==> src/hw/rtl/dpm_pkg.sv <==
`timescale 1ns / 1ps
// ----------------------------------------------------------------------------
// dpm_pkg
// Types and constants shared by the duotone pixel map pipeline.
// ----------------------------------------------------------------------------
package dpm_pkg;

	localparam int unsigned PIX_W  = 24;
	localparam int unsigned CH_W   = 8;
	localparam int unsigned N_CH   = 3;
	localparam int unsigned LUMA_W = 24;
	localparam int unsigned FRAC_W = 17;
	localparam int unsigned BOOST_W = 19;

	typedef logic [PIX_W-1:0]  rgb_t;
	typedef logic [CH_W-1:0]   chan_t;
	typedef logic [LUMA_W-1:0] luma_t;
	typedef logic [FRAC_W-1:0] frac_t;

	// register map of the configuration port
	typedef enum logic [0:0] {
		CFG_SHADOW    = 1'b0,
		CFG_HIGHLIGHT = 1'b1
	} cfg_idx_t;

	localparam rgb_t SHADOW_RST    = 24'h000000;
	localparam rgb_t HIGHLIGHT_RST = 24'hFFFFFF;

	// Rec.709 weights in Q0.16, summing to one
	localparam logic [15:0] W_RED   = 16'd13933;
	localparam logic [15:0] W_GREEN = 16'd46871;
	localparam logic [15:0] W_BLUE  = 16'd4732;

	// 2^24 / 255 rounded, and the rounding term for the >> 24
	localparam logic [16:0] RECIP_255 = 17'd65793;
	localparam logic [40:0] NORM_RND  = 41'h0_0080_0000;

	// contrast boost in quarter units: 5t - 1/2, clamped to 0..4
	localparam logic [BOOST_W-1:0] BOOST_LO  = 19'd32768;
	localparam logic [BOOST_W-1:0] BOOST_HI  = 19'd294912;
	localparam logic [BOOST_W-1:0] BOOST_RND = 19'd32766;
	localparam frac_t              FRAC_ONE  = 17'd65536;

endpackage

==> src/hw/rtl/dpm_pix_in_if.sv <==
`timescale 1ns / 1ps
// ----------------------------------------------------------------------------
// dpm_pix_in_if
// Source pixel stream: valid/ready handshake with one packed RGB pixel.
// ----------------------------------------------------------------------------
interface dpm_pix_in_if;
	logic          valid;
	logic          ready;
	dpm_pkg::rgb_t pixel_in;

	modport source (output valid, output pixel_in, input ready);
	modport sink   (input valid, input pixel_in, output ready);
endinterface

==> src/hw/rtl/dpm_pix_out_if.sv <==
`timescale 1ns / 1ps
// ----------------------------------------------------------------------------
// dpm_pix_out_if
// Duotone pixel stream: valid/ready handshake with one packed RGB pixel.
// ----------------------------------------------------------------------------
interface dpm_pix_out_if;
	logic          valid;
	logic          ready;
	dpm_pkg::rgb_t pixel_out;

	modport source (output valid, output pixel_out, input ready);
	modport sink   (input valid, input pixel_out, output ready);
endinterface

==> src/hw/rtl/dpm_cfg_if.sv <==
`timescale 1ns / 1ps
// ----------------------------------------------------------------------------
// dpm_cfg_if
// Register write channel: valid/ready handshake with index and write data.
// ----------------------------------------------------------------------------
interface dpm_cfg_if;
	logic              valid;
	logic              ready;
	dpm_pkg::cfg_idx_t index;
	dpm_pkg::rgb_t     data;

	modport source (output valid, output index, output data, input ready);
	modport sink   (input valid, input index, input data, output ready);
endinterface

==> src/hw/rtl/dpm_luma.sv <==
`timescale 1ns / 1ps
// ----------------------------------------------------------------------------
// dpm_luma
// Stages 1 and 2: Rec.709 luminance, then normalisation to a Q1.16 fraction.
// ----------------------------------------------------------------------------
module dpm_luma (
	input  logic           clk,
	input  logic           arst_n,
	input  logic           in_valid,
	output logic           in_ready,
	input  dpm_pkg::rgb_t  in_pixel,
	output logic           out_valid,
	input  logic           out_ready,
	output dpm_pkg::frac_t out_frac
);

	logic           valid_s1;
	logic           valid_s2;
	dpm_pkg::luma_t luma_s1;
	dpm_pkg::frac_t frac_s2;
	logic           adv_s1;
	logic           adv_s2;
	dpm_pkg::luma_t luma_next;
	logic [40:0]    norm_prod;

	assign adv_s2   = !valid_s2 || out_ready;
	assign adv_s1   = !valid_s1 || adv_s2;
	assign in_ready = adv_s1;

	always_comb begin
		luma_next = 24'(dpm_pkg::W_RED)   * 24'(in_pixel[23:16])
		          + 24'(dpm_pkg::W_GREEN) * 24'(in_pixel[15:8])
		          + 24'(dpm_pkg::W_BLUE)  * 24'(in_pixel[7:0]);
		// multiply by the reciprocal of 255, round, keep Q1.16
		norm_prod = 41'(luma_s1) * 41'(dpm_pkg::RECIP_255) + dpm_pkg::NORM_RND;
	end

	always_ff @(posedge clk or negedge arst_n) begin
		if (!arst_n) begin
			valid_s1 <= 1'b0;
			valid_s2 <= 1'b0;
		end else begin
			if (adv_s1) valid_s1 <= in_valid;
			if (adv_s2) valid_s2 <= valid_s1;
		end
	end

	always_ff @(posedge clk) begin
		if (in_valid && adv_s1) luma_s1 <= luma_next;
		if (valid_s1 && adv_s2) frac_s2 <= norm_prod[40:24];
	end

	assign out_valid = valid_s2;
	assign out_frac  = frac_s2;

endmodule

==> src/hw/rtl/dpm_contrast.sv <==
`timescale 1ns / 1ps
// ----------------------------------------------------------------------------
// dpm_contrast
// Stage 3: contrast boost 1.25*t - 0.125, clamped to [0,1], rounded half up.
// ----------------------------------------------------------------------------
module dpm_contrast (
	input  logic           clk,
	input  logic           arst_n,
	input  logic           in_valid,
	output logic           in_ready,
	input  dpm_pkg::frac_t in_frac,
	output logic           out_valid,
	input  logic           out_ready,
	output dpm_pkg::frac_t out_frac
);

	logic                          valid_s3;
	dpm_pkg::frac_t                frac_s3;
	logic                          adv_s3;
	logic [dpm_pkg::BOOST_W-1:0]   t5;
	logic [dpm_pkg::BOOST_W-1:0]   t5_off;
	dpm_pkg::frac_t                boost;

	assign adv_s3   = !valid_s3 || out_ready;
	assign in_ready = adv_s3;

	always_comb begin
		t5     = {in_frac, 2'b00} + dpm_pkg::BOOST_W'(in_frac);
		t5_off = t5 - dpm_pkg::BOOST_RND;
		priority if (t5 <= dpm_pkg::BOOST_LO) begin
			boost = '0;
		end else if (t5 >= dpm_pkg::BOOST_HI) begin
			boost = dpm_pkg::FRAC_ONE;
		end else begin
			// quarter units back to Q1.16 with the half-up term folded in
			boost = t5_off[dpm_pkg::BOOST_W-1:2];
		end
	end

	always_ff @(posedge clk or negedge arst_n) begin
		if (!arst_n) begin
			valid_s3 <= 1'b0;
		end else if (adv_s3) begin
			valid_s3 <= in_valid;
		end
	end

	always_ff @(posedge clk) begin
		if (in_valid && adv_s3) frac_s3 <= boost;
	end

	assign out_valid = valid_s3;
	assign out_frac  = frac_s3;

endmodule

==> src/hw/rtl/dpm_blend.sv <==
`timescale 1ns / 1ps
// ----------------------------------------------------------------------------
// dpm_blend
// Stage 4: per-channel blend from shadow to highlight colour, output register.
// ----------------------------------------------------------------------------
module dpm_blend (
	input  logic           clk,
	input  logic           arst_n,
	input  dpm_pkg::rgb_t  shadow,
	input  dpm_pkg::rgb_t  highlight,
	input  logic           in_valid,
	output logic           in_ready,
	input  dpm_pkg::frac_t in_frac,
	output logic           out_valid,
	input  logic           out_ready,
	output dpm_pkg::rgb_t  out_pixel
);

	logic                 valid_s4;
	dpm_pkg::rgb_t        pixel_s4;
	logic                 adv_s4;
	dpm_pkg::rgb_t        blended;
	logic signed [17:0]   frac_sg;
	logic signed [8:0]    diff  [dpm_pkg::N_CH];
	logic signed [26:0]   prod  [dpm_pkg::N_CH];
	logic signed [26:0]   acc   [dpm_pkg::N_CH];
	dpm_pkg::chan_t       s_ch  [dpm_pkg::N_CH];
	dpm_pkg::chan_t       h_ch  [dpm_pkg::N_CH];

	assign adv_s4   = !valid_s4 || out_ready;
	assign in_ready = adv_s4;

	always_comb begin
		frac_sg = $signed({1'b0, in_frac});
		blended = '0;
		for (int i = 0; i < dpm_pkg::N_CH; i++) begin
			s_ch[i] = shadow[i*dpm_pkg::CH_W +: dpm_pkg::CH_W];
			h_ch[i] = highlight[i*dpm_pkg::CH_W +: dpm_pkg::CH_W];
			diff[i] = $signed({1'b0, h_ch[i]}) - $signed({1'b0, s_ch[i]});
			prod[i] = diff[i] * frac_sg;
			// s*65536 plus half an lsb; the sum stays between s and h
			acc[i]  = $signed({3'b000, s_ch[i], 16'h8000}) + prod[i];
			blended[i*dpm_pkg::CH_W +: dpm_pkg::CH_W] = acc[i][23:16];
		end
	end

	always_ff @(posedge clk or negedge arst_n) begin
		if (!arst_n) begin
			valid_s4 <= 1'b0;
		end else if (adv_s4) begin
			valid_s4 <= in_valid;
		end
	end

	always_ff @(posedge clk) begin
		if (in_valid && adv_s4) pixel_s4 <= blended;
	end

	assign out_valid = valid_s4;
	assign out_pixel = pixel_s4;

endmodule

==> src/hw/rtl/duotone_pixel_map_core.sv <==
`timescale 1ns / 1ps
// ----------------------------------------------------------------------------
// duotone_pixel_map_core
// Maps each RGB pixel to a duotone pixel through Rec.709 luma and a
// contrast-boosted blend between programmable shadow and highlight colours.
//
//   channel  | dir | payload               | handshake
//   ---------+-----+-----------------------+-------------------
//   pix_in   | in  | pixel_in[23:0]        | valid / ready
//   pix_out  | out | pixel_out[23:0]       | valid / ready
//   cfg      | in  | index, data[23:0]     | valid / ready (always ready)
//
// four register stages: luma, normalise, contrast boost, blend
// one pixel per clock sustained while pix_out.ready stays high
// each stage holds when the one after it is full and stalled; bubbles close up
// reset clears all stage valid bits and loads the default colours
// ----------------------------------------------------------------------------
module duotone_pixel_map_core (
	input  logic          clk,
	input  logic          arst_n,
	dpm_pix_in_if.sink    pix_in,
	dpm_pix_out_if.source pix_out,
	dpm_cfg_if.sink       cfg
);

	dpm_pkg::rgb_t  shadow_q;
	dpm_pkg::rgb_t  highlight_q;
	logic           luma_valid;
	logic           luma_ready;
	dpm_pkg::frac_t luma_frac;
	logic           boost_valid;
	logic           boost_ready;
	dpm_pkg::frac_t boost_frac;

	assign cfg.ready = 1'b1;

	always_ff @(posedge clk or negedge arst_n) begin
		if (!arst_n) begin
			shadow_q    <= dpm_pkg::SHADOW_RST;
			highlight_q <= dpm_pkg::HIGHLIGHT_RST;
		end else if (cfg.valid) begin
			unique case (cfg.index)
				dpm_pkg::CFG_SHADOW:    shadow_q    <= cfg.data;
				dpm_pkg::CFG_HIGHLIGHT: highlight_q <= cfg.data;
				default: ;
			endcase
		end
	end

	dpm_luma u_luma (
		.clk       (clk),
		.arst_n    (arst_n),
		.in_valid  (pix_in.valid),
		.in_ready  (pix_in.ready),
		.in_pixel  (pix_in.pixel_in),
		.out_valid (luma_valid),
		.out_ready (luma_ready),
		.out_frac  (luma_frac)
	);

	dpm_contrast u_contrast (
		.clk       (clk),
		.arst_n    (arst_n),
		.in_valid  (luma_valid),
		.in_ready  (luma_ready),
		.in_frac   (luma_frac),
		.out_valid (boost_valid),
		.out_ready (boost_ready),
		.out_frac  (boost_frac)
	);

	dpm_blend u_blend (
		.clk       (clk),
		.arst_n    (arst_n),
		.shadow    (shadow_q),
		.highlight (highlight_q),
		.in_valid  (boost_valid),
		.in_ready  (boost_ready),
		.in_frac   (boost_frac),
		.out_valid (pix_out.valid),
		.out_ready (pix_out.ready),
		.out_pixel (pix_out.pixel_out)
	);

endmodule

==> src/flat_wrapper.sv <==
// flat-port wrapper written by rule: the top's interface ports become plain ports
module duotone_pixel_map_core_flat 
  (clk, arst_n, pix_in_valid, pix_in_pixel_in, pix_in_ready, pix_out_valid, pix_out_pixel_out, pix_out_ready, cfg_valid, cfg_index, cfg_data, cfg_ready);
  dpm_pix_in_if pix_in_i ();
  dpm_pix_out_if pix_out_i ();
  dpm_cfg_if cfg_i ();
  input  logic clk;
  input  logic arst_n;
  input wire logic [$bits(pix_in_i.valid)-1:0] pix_in_valid;
  input wire logic [$bits(pix_in_i.pixel_in)-1:0] pix_in_pixel_in;
  output wire logic [$bits(pix_in_i.ready)-1:0] pix_in_ready;
  output wire logic [$bits(pix_out_i.valid)-1:0] pix_out_valid;
  output wire logic [$bits(pix_out_i.pixel_out)-1:0] pix_out_pixel_out;
  input wire logic [$bits(pix_out_i.ready)-1:0] pix_out_ready;
  input wire logic [$bits(cfg_i.valid)-1:0] cfg_valid;
  input wire logic [$bits(cfg_i.index)-1:0] cfg_index;
  input wire logic [$bits(cfg_i.data)-1:0] cfg_data;
  output wire logic [$bits(cfg_i.ready)-1:0] cfg_ready;
  assign pix_in_i.valid = pix_in_valid;
  assign pix_in_i.pixel_in = pix_in_pixel_in;
  assign pix_in_ready = pix_in_i.ready;
  assign pix_out_valid = pix_out_i.valid;
  assign pix_out_pixel_out = pix_out_i.pixel_out;
  assign pix_out_i.ready = pix_out_ready;
  assign cfg_i.valid = cfg_valid;
  assign cfg_i.index = cfg_index;
  assign cfg_i.data = cfg_data;
  assign cfg_ready = cfg_i.ready;
  duotone_pixel_map_core u_core (.clk(clk), .arst_n(arst_n), .pix_in(pix_in_i), .pix_out(pix_out_i), .cfg(cfg_i));
endmodule
==> config.mk <==
export PLATFORM = sky130hd
export DESIGN_NAME = duotone_pixel_map_core_flat
export DESIGN_NICKNAME = d
export VERILOG_FILES = /design/src/hw/rtl/dpm_pkg.sv /design/src/hw/rtl/dpm_pix_in_if.sv /design/src/hw/rtl/dpm_pix_out_if.sv /design/src/hw/rtl/dpm_cfg_if.sv /design/src/hw/rtl/dpm_luma.sv /design/src/hw/rtl/dpm_contrast.sv /design/src/hw/rtl/dpm_blend.sv /design/src/hw/rtl/duotone_pixel_map_core.sv /design/src/flat_wrapper.sv
export SDC_FILE = /design/constraint.sdc
export NUM_CORES = 2
export LEC_CHECK = 0
export BUFFER_PORTS_ARGS = -buffer_cell sky130_fd_sc_hd__buf_2
export CAP_MARGIN = 20
export CORE_MARGIN = 2
export CORE_UTILIZATION = 40
export CTS_BUF_LIST = sky130_fd_sc_hd__clkbuf_4
export DETAILED_ROUTE_END_ITERATION = 16
export HOLD_SLACK_MARGIN = 0.03
export PLACE_DENSITY = 0.64
export REMOVE_ABC_BUFFERS = 1
export SETUP_SLACK_MARGIN = 0.15
export SLEW_MARGIN = 25
export SYNTH_ARGS = -nofsm -noshare
export SYNTH_HDL_FRONTEND = slang
export SYNTH_SLANG_ARGS = --single-unit
==> constraint.sdc <==
create_clock -name clk -period 12.55 [get_ports clk]
set_input_delay 2.51 -clock clk [delete_from_list [all_inputs] [get_ports clk]]
set_output_delay 2.51 -clock clk [all_outputs]
set_load 0.02 [all_outputs]
* Word-level counts from Yosys, hierarchy flattened
Index checks and enable logic that the tools add are counted.
** Word-level totals
- Flip-flop bits (word level) :: 134
- Bits of input ports :: 54
- Word-level logic and storage cells :: 48
** Cells by class
- $add $sub $neg :: 11
- $mul :: 7
- $lt $le $gt $ge :: 2
- Muxes and demuxes :: 1
- Bitwise logic cells :: 1
- Reduce and logical (&&, ||, !) cells :: 15
** Operator list (number)
- $add A24 B24 Y24 :: 3
- $mul A9 B18 Y24 :: 3
- $add A41 B24 Y41 const B :: 1
- $mul A24 B17 Y41 const B :: 1
- $sub A8 B8 Y9 :: 3
- $add A22 B24 Y24 :: 1
- $add A24 B21 Y24 :: 1
- $mul A16 B8 Y24 const A :: 1
- $mul A14 B8 Y22 const A :: 1
- $add A19 B17 Y19 :: 1
- $ge A19 B19 Y1 const B :: 1
- $le A19 B16 Y1 const B :: 1
- $mul A11 B8 Y19 const A :: 1
- $sub A19 B15 Y19 const B :: 1
- $mux W17 :: 1
- $logic_and A1 B1 Y1 :: 4
- $logic_not A1 Y1 :: 4
- $logic_or A1 B1 Y1 :: 4
- $reduce_and A2 Y1 :: 2
- $reduce_or A2 Y1 :: 1
- $not A1 Y1 :: 1

* Longest topological paths before layout
- Word-level depth :: 6
- Depth in mapped cells :: 33
- Mapped depth without buffers :: 33

* Cells and area by module
A second synthesis with hierarchy kept.
** Unflattened totals
- Cells, all modules :: 2885
- Area total of the unflattened synthesis :: 28840.2 um2
** By module, submodules not included
- dpm_blend :: times used 1, cells an instance 1626, area each 15147.0 um2, seq. area each 745.7 um2
- dpm_luma :: times used 1, cells an instance 963, area each 9869.5 um2, seq. area each 1281.2 um2
- duotone_pixel_map_core :: times used 1, cells an instance 105, area each 2026.9 um2, seq. area each 1231.2 um2
- dpm_contrast :: times used 1, cells an instance 191, area each 1796.7 um2, seq. area each 535.5 um2

* Least setup slack after synthesis
OpenSTA, ideal clock, no wires.
- Kind :: input to register
- Start :: in pix_in_pixel_in[2]
- End :: reg u_core.u_luma.luma_s1[21], data pin
- Setup time :: 0.258 ns
- Arrival time :: 9.001 ns
- Path slack :: 3.291 ns
- Stages :: 29
- Path buffers :: 0
- Cell sequence :: inv_1 -> fa_1 -> inv_1 -> ha_1 -> fa_1 -> inv_1 -> fa_1 -> inv_1 -> ha_1 -> a21oi_1 -> o21bai_1 -> a21o_1 -> a21oi_1 -> inv_1 -> a21oi_1 -> xnor2_1 -> fa_1 -> inv_1 -> fa_1 -> fa_1 -> fa_1 -> inv_1 -> ha_1 -> and3_1 -> a21oi_1 -> o211ai_1 -> a41o_1 -> a21oi_1 -> xnor2_1
** Between the ends
- Word-level cells in the longest chain between the ends :: 2
** RTL lines
- start: declaration :: line flat_wrapper.sv:10 : input wire logic [$bits(pix_in_i.pixel_in)-1:0] pix_in_pixel_in;
- $mul A11 B8 Y19 :: line dpm_luma.sv:33 : + 24'(dpm_pkg::W_BLUE) * 24'(in_pixel[7:0]);
- $add A24 B21 Y24 :: line dpm_luma.sv:33
- named net u_core.u_luma.luma_next[21] :: line dpm_luma.sv:23 : dpm_pkg::luma_t luma_next;
- end signal: assignment :: line dpm_luma.sv:49 : if (in_valid && adv_s1) luma_s1 <= luma_next;
- end: declaration :: line dpm_luma.sv:19 : dpm_pkg::luma_t luma_s1;
The timed path passes the listed nets, and every way through them passes these cells.
A chain may end at the register's enable or synchronous reset.

* Worst setup path after layout
Same ends and word-level chain as after synthesis.

==> impl_metrics.json <==
{
  "critPathMaxStageDelay_ns": 0.53,
  "min_period_over_period_pct": 73.2,
  "first_iter_violations": 810,
  "finalNetCount": 3897,
  "synth_edf_count": 82,
  "drtAntennaViolNets": 0,
  "initial_cell_density_of_the_core_pct": 40.2,
  "drtPass1Iterations": 5,
  "fp.coreArea_um2": 69700,
  "finalWeightedCongestion": 0.916,
  "finalSetupViolations": 0,
  "r2r_end": "u_core.u_blend.out_pixel[15]",
  "yosys_warnings": 0,
  "hold-path-cell-count": 1,
  "clk_root_buffer_cell": "clkbuf_4",
  "yosys_most_used_dff": "edfxtp_1",
  "netlist-cell-type-count": 75,
  "setup_tns_final_ns": 0,
  "cp-start-kind": "input pin",
  "cts_hold_repair.buffers": 0,
  "avgViaCountPerCell": 4.86,
  "vias": 19000,
  "timing.rr.start": "u_core.shadow_q[8]",
  "worst_slew_pin_slew_ns": 0.950,
  "clock_latency_ns": 0.66,
  "final_core_utilization_pct": 42.9,
  "cts_tree": "built",
  "synth_seq_cells": 134,
  "required_ns": 12.96,
  "io_pins": 81,
  "synthCells": 2895,
  "crit_path_end_kind": "register",
  "hold_path_end": "u_core.u_luma.out_valid",
  "post-route-drc-count": 0,
  "wl_um": 61500,
  "grt-ovfl-total": 0,
  "number_of_global_route_vias_before_repair": 20400,
  "worst-path-max-fanout": 5,
  "slew_headroom_pct": 36.5,
  "syn_std_cell_area_um2": 28000,
  "asyncSetResetFlopFracSynth_pct": 38.8,
  "status": "completed",
  "rr_worst_depth": 28,
  "finalHoldViolCount": 0,
  "fp.dieArea_um2": 72200,
  "maxCapViolations": 0,
  "dieHeight_um": 269,
  "num_rows": 97,
  "place_hpwl_um": 50700,
  "place.port_buffers": 79,
  "cts_setup_buffers": 0,
  "r2r_setup_slack_ns": 4.50,
  "timing.hold.worst.class": "reg2reg",
  "fin_worst_hold_slack_ns": 0.489,
  "grt_use_total_pct": 18.2,
  "numCtsBuffers": 17,
  "unrepaired_setup_endpoints_after_global_routing": "false",
  "post_cts.resized_instances": 0,
  "finClkSkew_ns": 0.0286,
  "grt_max_degree": 53,
  "clk_transition_reported_paths_ns": 0.12,
  "drv_slew": 0,
  "synth_area_per_cell_um2": 9.68,
  "timing.final.crit_period_ns": 9.19,
  "drt-wirelength-per-cell_um": 15.7,
  "syn_to_final_growth_pct": 6.70,
  "fp.dieW_um": 269,
  "htreeDepth": 4,
  "layout-drive-gt1-share_pct": 8.15,
  "worst_ep_arrival_time_ns": 9.60,
  "synth_seq_area_share_pct": 13.5,
  "max_freq_mhz": 109,
  "cts_sinks": 134,
  "min-delay-start": "u_core.u_luma.valid_s1",
  "global_route_wire_length_before_repair_um": 104000,
  "timing_worst_setup_path_type": "in2reg",
  "cpMaxStageDelayCell": "fa_1",
  "cts-root-to-sink-buffers": 2,
  "antenna_found_initial": 5
}
per-layer routing:
layer / up-vias / part of all wire [%] / global-route usage [%]
met2: 316 / 50 / 32.3
li1: 9077 / - / -
met3: 73 / 4.0 / 2.56
met4: 4 / 2.1 / 4.97
met5: - / 0.044 / 0
met1: 9540 / 44 / 23.3
state kept, by name, summed over array words and instances, names as in the netlist:
| signal | flops |
|---|---|
| u_core.u_contrast.out_valid | 1 |
| u_core.shadow_q | 24 |
| u_core.u_luma.luma_s1 | 24 |
| u_core.u_luma.out_frac | 17 |
| u_core.u_contrast.out_frac | 17 |
| u_core.highlight_q | 24 |
| u_core.u_luma.valid_s1 | 1 |
| u_core.u_luma.out_valid | 1 |
| u_core.u_blend.out_pixel | 24 |
| u_core.u_blend.out_valid | 1 |
worst max path at each step:
stage	from	endpoint	slack, ns	cells after the start
floorplan	pix_in_pixel_in[2]	u_core.u_luma.luma_s1[21]	3.29	29
global placement	pix_in_pixel_in[2]	u_core.u_luma.luma_s1[21]	2.79	30
detailed placement	pix_in_pixel_in[2]	u_core.u_luma.luma_s1[20]	2.68	29
CTS	pix_in_pixel_in[2]	u_core.u_luma.luma_s1[20]	3.43	29
global route	pix_in_pixel_in[2]	u_core.u_luma.luma_s1[20]	2.96	29
finish	pix_in_pixel_in[2]	u_core.u_luma.luma_s1[21]	3.36	30
cells in the mapped netlist (all sizes together) (8+ instances only):
cell      n  area [um2]
a211oi   10        75.1
a21o     27         203
a21oi    66         334
and2    156         976
and3     12        75.1
clkbuf   73         274
dfrtp    28         701
dfstp    24         631
edfxtp   82        2460
fa      486        9730
ha      400        5000
inv     662        2480
mux2     27         304
nand2   263         987
nand2b   75         469
nand3    18        90.1
nand4     9        56.3
nor2    110         413
nor2b    22         138
nor3     34         180
o211ai    8        65.1
o21a     18         135
o21ai    55         275
o21bai   11        82.6
or2      23         144
or3       8        55.1
xnor2    91         805
xor2     28         245
area by class of cell:
class | instances | area [um2]
Antenna cell | 2 | 5.00
Inverter | 662 | 2480
Fill cell | 6842 | 39800
Clock buffer | 17 | 128
Clock inverter | 15 | 136
Sequential cell | 134 | 3790
Timing Repair Buffer | 120 | 707
Tap cell | 940 | 1180
Multi-Input combinational cell | 2022 | 21500
metrics by stage:
stage | setup slack, ns | instances | cell area, um2
after floorplan | 3.29 | 2818 | 27700
after global placement | 2.79 | 3877 | 29600
after detailed placement | 2.68 | 3878 | 29600
after CTS | 3.43 | 3910 | 29900
after global routing | 2.96 | 3911 | 29900
final | 3.36 | 3912 | 29900
kinds of logic after synthesis:
group / after synthesis / share of synthesized area [%]
AND/OR/NAND/NOR: 747 / 13.3
buffers and inverters: 739 / 9.94
other: 1 / 0.0134
adder cells (fa/ha/maj): 886 / 52.6
multiplexers: 28 / 1.17
XOR/XNOR: 120 / 3.83
flip-flops: 134 / 13.5
AO/OA/AOI/OAI: 240 / 5.63
layout by cell type (no fill, tap or decap), types with 18 or more instances in the layout:
cell type    n
a21o_1      27
a21oi_1     65
and2_1     156
buf_2       79
buf_4       40
dfrtp_1     28
dfstp_2     24
edfxtp_1    82
fa_1       486
ha_1       400
inv_1      662
mux2_2      27
nand2_1    262
nand2b_1    75
nand3_1     18
nor2_1     110
nor2b_1     20
nor3_1      32
o21a_1      18
o21ai_0     53
or2_2       22
xnor2_1     90
xor2_1      27
worst max-delay path, delay by kind of cell:
family / cells / cell delay (ns)
adders and majority gates: 10 / 4.33
AOI/OAI and AO/OA: 9 / 1.73
and+or+nand+nor: 1 / 0.19
buffers and inverters: 8 / 0.59
xor gates and xnor gates: 2 / 0.28
Power is not shown: default switching activity piles up to over one toggle a cycle in this logic, so the estimate is an artifact.
